--- config.mk ---
export PLATFORM = sky130hd
export DESIGN_NAME = ale_cell
export DESIGN_NICKNAME = d
export VERILOG_FILES = /design/src/ale_pkg.sv /design/src/ale_cell.sv
export SDC_FILE = /design/constraint.sdc
export NUM_CORES = 1
export LEC_CHECK = 0
export ABC_AREA = 1
export BUFFER_PORTS_ARGS = -buffer_cell sky130_fd_sc_hd__buf_2
export CAP_MARGIN = 20
export CORE_ASPECT_RATIO = 2
export CORE_MARGIN = 5
export CORE_UTILIZATION = 30
export CTS_CLUSTER_SIZE = 30
export DETAILED_ROUTE_END_ITERATION = 12
export SKIP_LAST_GASP = 1
export SYNTH_ARGS = -nofsm -noshare
export SYNTH_HDL_FRONTEND = slang
export SYNTH_SLANG_ARGS = --single-unit
export TNS_END_PERCENT = 100
--- constraint.sdc ---
create_clock -name clock -period 8.7 [get_ports clock]
set_input_delay 0 -clock clock [delete_from_list [all_inputs] [get_ports clock]]
set_output_delay 0 -clock clock [all_outputs]
set_load 0.01 [all_outputs]
--- src/ale_pkg.sv ---
package ale_pkg;

   localparam int CAPACITY_DEF    = 128;
   localparam int ENTRY_WIDTH_DEF = 32;
   localparam int GROUP_SIZE      = 32;

   localparam logic [2:0] OP_INS_FRONT = 3'd0;
   localparam logic [2:0] OP_INS_BACK  = 3'd1;
   localparam logic [2:0] OP_INS_AT    = 3'd2;
   localparam logic [2:0] OP_REM_FRONT = 3'd3;
   localparam logic [2:0] OP_REM_BACK  = 3'd4;
   localparam logic [2:0] OP_REM_AT    = 3'd5;
   localparam logic [2:0] OP_SEARCH    = 3'd6;

   typedef struct packed {
      logic [2:0]  op;
      logic [7:0]  pos;
      logic [31:0] entry_in;
   } req_type;

   typedef struct packed {
      logic [31:0] entry_out;
      logic        found;
      logic        error;
      logic [7:0]  count_out;
   } rsp_type;

   typedef struct packed {
      logic load;
      logic ins;
      logic rem;
      logic srch;
   } ctl_type;

   typedef struct packed {
      logic       found_en;
      logic       error;
      logic [7:0] count_out;
   } meta_type;

endpackage

--- src/ale_cell.sv ---
module ale_cell #(
   parameter int ENTRY_WIDTH = ale_pkg::ENTRY_WIDTH_DEF,
   parameter int IDX_WIDTH   = 7,
   parameter int CNT_WIDTH   = 8,
   parameter int INDEX       = 0
) (
   input  logic                   clock,
   input  ale_pkg::ctl_type       ctl,
   input  logic [IDX_WIDTH-1:0]   at,
   input  logic [CNT_WIDTH-1:0]   count,
   input  logic [ENTRY_WIDTH-1:0] value,
   input  logic [ENTRY_WIDTH-1:0] left_data,
   input  logic [ENTRY_WIDTH-1:0] right_data,
   output logic [ENTRY_WIDTH-1:0] data,
   output logic                   hit,
   output logic [ENTRY_WIDTH-1:0] pick
);
   import ale_pkg::*;

   logic [ENTRY_WIDTH-1:0] data_ff;
   logic [ENTRY_WIDTH-1:0] data_in;
   logic                   hit_ff;
   logic [ENTRY_WIDTH-1:0] pick_ff;
   logic                   at_me;
   logic                   past_at;
   logic                   held;

   assign at_me   = (at == IDX_WIDTH'(INDEX));
   assign past_at = (IDX_WIDTH'(INDEX) > at);
   assign held    = (CNT_WIDTH'(INDEX) < count);

   always_comb begin
      data_in = data_ff;
      if (ctl.ins) begin
         if (at_me) begin
            data_in = value;
         end else if (past_at) begin
            data_in = left_data;
         end
      end else if (ctl.rem) begin
         if (at_me || past_at) begin
            data_in = right_data;
         end
      end
   end

   always_ff @(posedge clock) begin
      data_ff <= data_in;
      if (ctl.load) begin
         hit_ff  <= ctl.srch && held && (data_ff == value);
         pick_ff <= (ctl.rem && at_me) ? data_ff : '0;
      end
   end

   assign data = data_ff;
   assign hit  = hit_ff;
   assign pick = pick_ff;

endmodule

==> impl_metrics.py <==
metrics = {
    "sta": {
        "hold_viol": 0,
        "fin_crit_ns": 2.39,
        "drv_slew": 0,
        "fin_skew_ns": 0.00788,
        "tightest_slew_ns": 1.11,
        "rsz0062_at_grt": "false",
        "timing.hold.ws_ns": 0.00913,
        "max_freq_ghz": 0.418,
        "fin_tns_setup_ns": 0,
        "setup_viol": 0,
        "relSlewSlack_pct": 25.7,
        "fin_crit_sh_pct": 27.5,
    },
    "min_path": {
        "worstHoldPathCells": 3,
        "min_from": "right_data[29]",
        "hp-class": "in2reg",
    },
    "floorplan": {
        "num_rows": 55,
        "die_x_um": 85.6,
        "ios": 181,
        "start_util_pct": 30.4,
        "die-area_mm2": 0.0138,
        "core_mm2": 0.0113,
        "floorplan.die.height_um": 161,
    },
    "yosys": {
        "synth_fp_nets": 529,
        "syn_inst": 413,
        "synth-seq-area-share_pct": 57.0,
        "netlist_area_mm2": 0.00343,
        "synth.avg_cell_area_um2": 8.29,
        "ys_ff_latch": 65,
        "ys_warn_count": 0,
        "yosysUniqueCellTypes": 18,
    },
    "global_route": {
        "track_usage_pct": 17.1,
        "grt_max_degree": 35,
        "grt_pass1_vias": 3681,
        "antenna_found_initial": 0,
        "grt_first_pass_wirelength_mm": 18.0,
        "overflow": 0,
    },
    "final_layout": {
        "fin_util_pct": 43.3,
        "drive_gt1_share_pct": 33.1,
        "diodes": 0,
        "layout_common_cells": "buf_2, nand2_1, nor2_1",
        "final_common_cell": "buf_2",
        "final_net_count": 715,
        "fillers": 1198,
        "area_growth_pct": 42.7,
    },
    "detailed_routing": {
        "via_per_inst": 4.51,
        "drtPass1Iterations": 4,
        "drcViolationCount": 0,
        "drtIter0Drc": 186,
        "routed_wl_mm": 11.8,
        "wl_per_cell_um": 15.8,
        "vias": 3363,
        "ant_nets": 0,
    },
    "setup_path": {
        "setup.worst_path.start": "at[1]",
        "required_ns": 8.64,
        "ff2ff_path_depth": 5,
        "startpoint_type": "primary input",
        "cp-end-kind": "flop",
        "slowest_stage": "o21ai_4",
        "path_cells": "buf_2, nor2_1, nand4_2, buf_4, inv_2, nand2_2, o21ai_4",
        "slowest_delay_ns": 0.62,
        "critPathBufInv": 3,
        "worst_ep_arrival_time_ns": 2.33,
        "rr_startpoint": "data[4]",
        "cpLargestDelayFamily": "buffers and inverters",
        "crit_type": "in2reg",
        "worstPathMaxFanout": 34,
        "cp.depth": 7,
    },
    "power_and_ir_drop": {
        "p_per_area_mw_per_mm2": 173,
        "leakagePower_nw": 2.39,
        "vdd_ir_drop_max_v": 0.0000910,
    },
    "clocking": {
        "cts_resized": 0,
        "htreeDepth": 3,
        "ctsLongestPathBuffers": 2,
        "clkSinkCount": 65,
        "clk_pin_slew_worst_paths_ns": 0.05,
        "cts_root_buf": "clkbuf_16",
        "numCtsBuffers": 9,
        "cts_tree": "done",
        "cts_setup_buffers": 0,
        "clock_latency_ns": 0.32,
    },
    "placement": {
        "port_buffers": 180,
        "gp_congestion": 0.757,
        "hpwl_mm": 9.14,
    },
    "run_status": {
        "status": "complete, no violations",
    },
    "flow_run": {
        "cap_violations": 0,
    },
}
sequential cells by signal, indices dropped and copies added (netlist names):
| name | flops |
|---|---|
| pick | 32 |
| hit | 1 |
| data | 32 |
power breakdown:
group	leakage (nW)	internal (mW)	switching, mW
logic	1.58	0.0378	0.0442
registers	0.652	0.351	0.00223
clock network	0.164	0.280	0.129
total	2.39	0.669	0.175
Yosys cell counts:
cell type   n  area, µm²
xor2_1      3       26.3
xnor2_1     5       43.8
inv_2       1       3.75
nand3_1     2       10.0
clkbuf_1    7       26.3
nand4_2     1       12.5
nand2_1    97        364
buf_2       2       10.0
edfxtp_1   65       1950
nor2_1     89        334
nor3_1      2       10.0
nand2_2     1       6.26
buf_1       3       11.3
a21oi_1    64        320
o21ai_0     9       45.0
inv_1      57        214
buf_4       4       30.0
and2_0      1       6.26
cells by family (layout without fill, tap and decap cells):
| group | after synthesis | in the layout | share of synthesized area (%) |
|---|---|---|---|
| XOR/XNOR | 8 | 8 | 2.05 |
| AND/OR/NAND/NOR | 193 | 193 | 21.7 |
| flip-flops | 65 | 65 | 57.0 |
| buffers and inverters | 74 | 265 | 8.62 |
| AO/OA/AOI/OAI | 73 | 73 | 10.7 |
what timing repair did:
item                                   4_1_cts  5_1_grt
endpoints found under the hold margin        9        0
setup endpoints to repair                    0        0
hold buffers                                 9        0
worst reg2reg max path, delay by kind of cell (launching register included):
family	cells	cell delay (ns)
simple gates	4	0.45
flops	1	0.43
xor+xnor	1	0.28
final cells by class:
| class | count | area [µm²] | share of cell area (%) |
|---|---|---|---|
| clock buffer | 11 | 233 | 4.76 |
| clock inverter | 5 | 104 | 2.12 |
| inverter | 58 | 218 | 4.45 |
| multi-input combinational | 274 | 1190 | 24.3 |
| sequential | 65 | 1950 | 39.9 |
| tap | 142 | 178 | 3.64 |
| timing repair buffer | 191 | 1010 | 20.7 |
metal layers:
metal	global-route usage, %	vias up	wire, µm	part of all wire (%)
met2	31.8	130	6640	56
met1	17.4	1521	4090	35
met4	9.80	0	416	3.5
li1	-	1688	-	-
met3	2.81	24	634	5.4
met5	0	-	0	0
final timing paths:
kind	slack, ns	to
min	0.009	data[29]
max reg2reg	7.39	hit
min reg2reg	0.61	pick[9]
max	6.31	data[13]
metrics by stage:
| step | setup WS, ns | instance area (µm²) | std cells | power, mW |
|---|---|---|---|---|
| floorplan | 5.40 | 3430 | 413 | 0.391 |
| global placement | 5.93 | 4450 | 720 | 0.437 |
| CTS | 6.25 | 4870 | 745 | 0.850 |
| finish | 6.31 | 4890 | 746 | 0.844 |
| detailed placement | 5.90 | 4450 | 720 | 0.439 |
| global route | 6.12 | 4890 | 746 | 0.875 |
(Power assumes the default switching activity.)
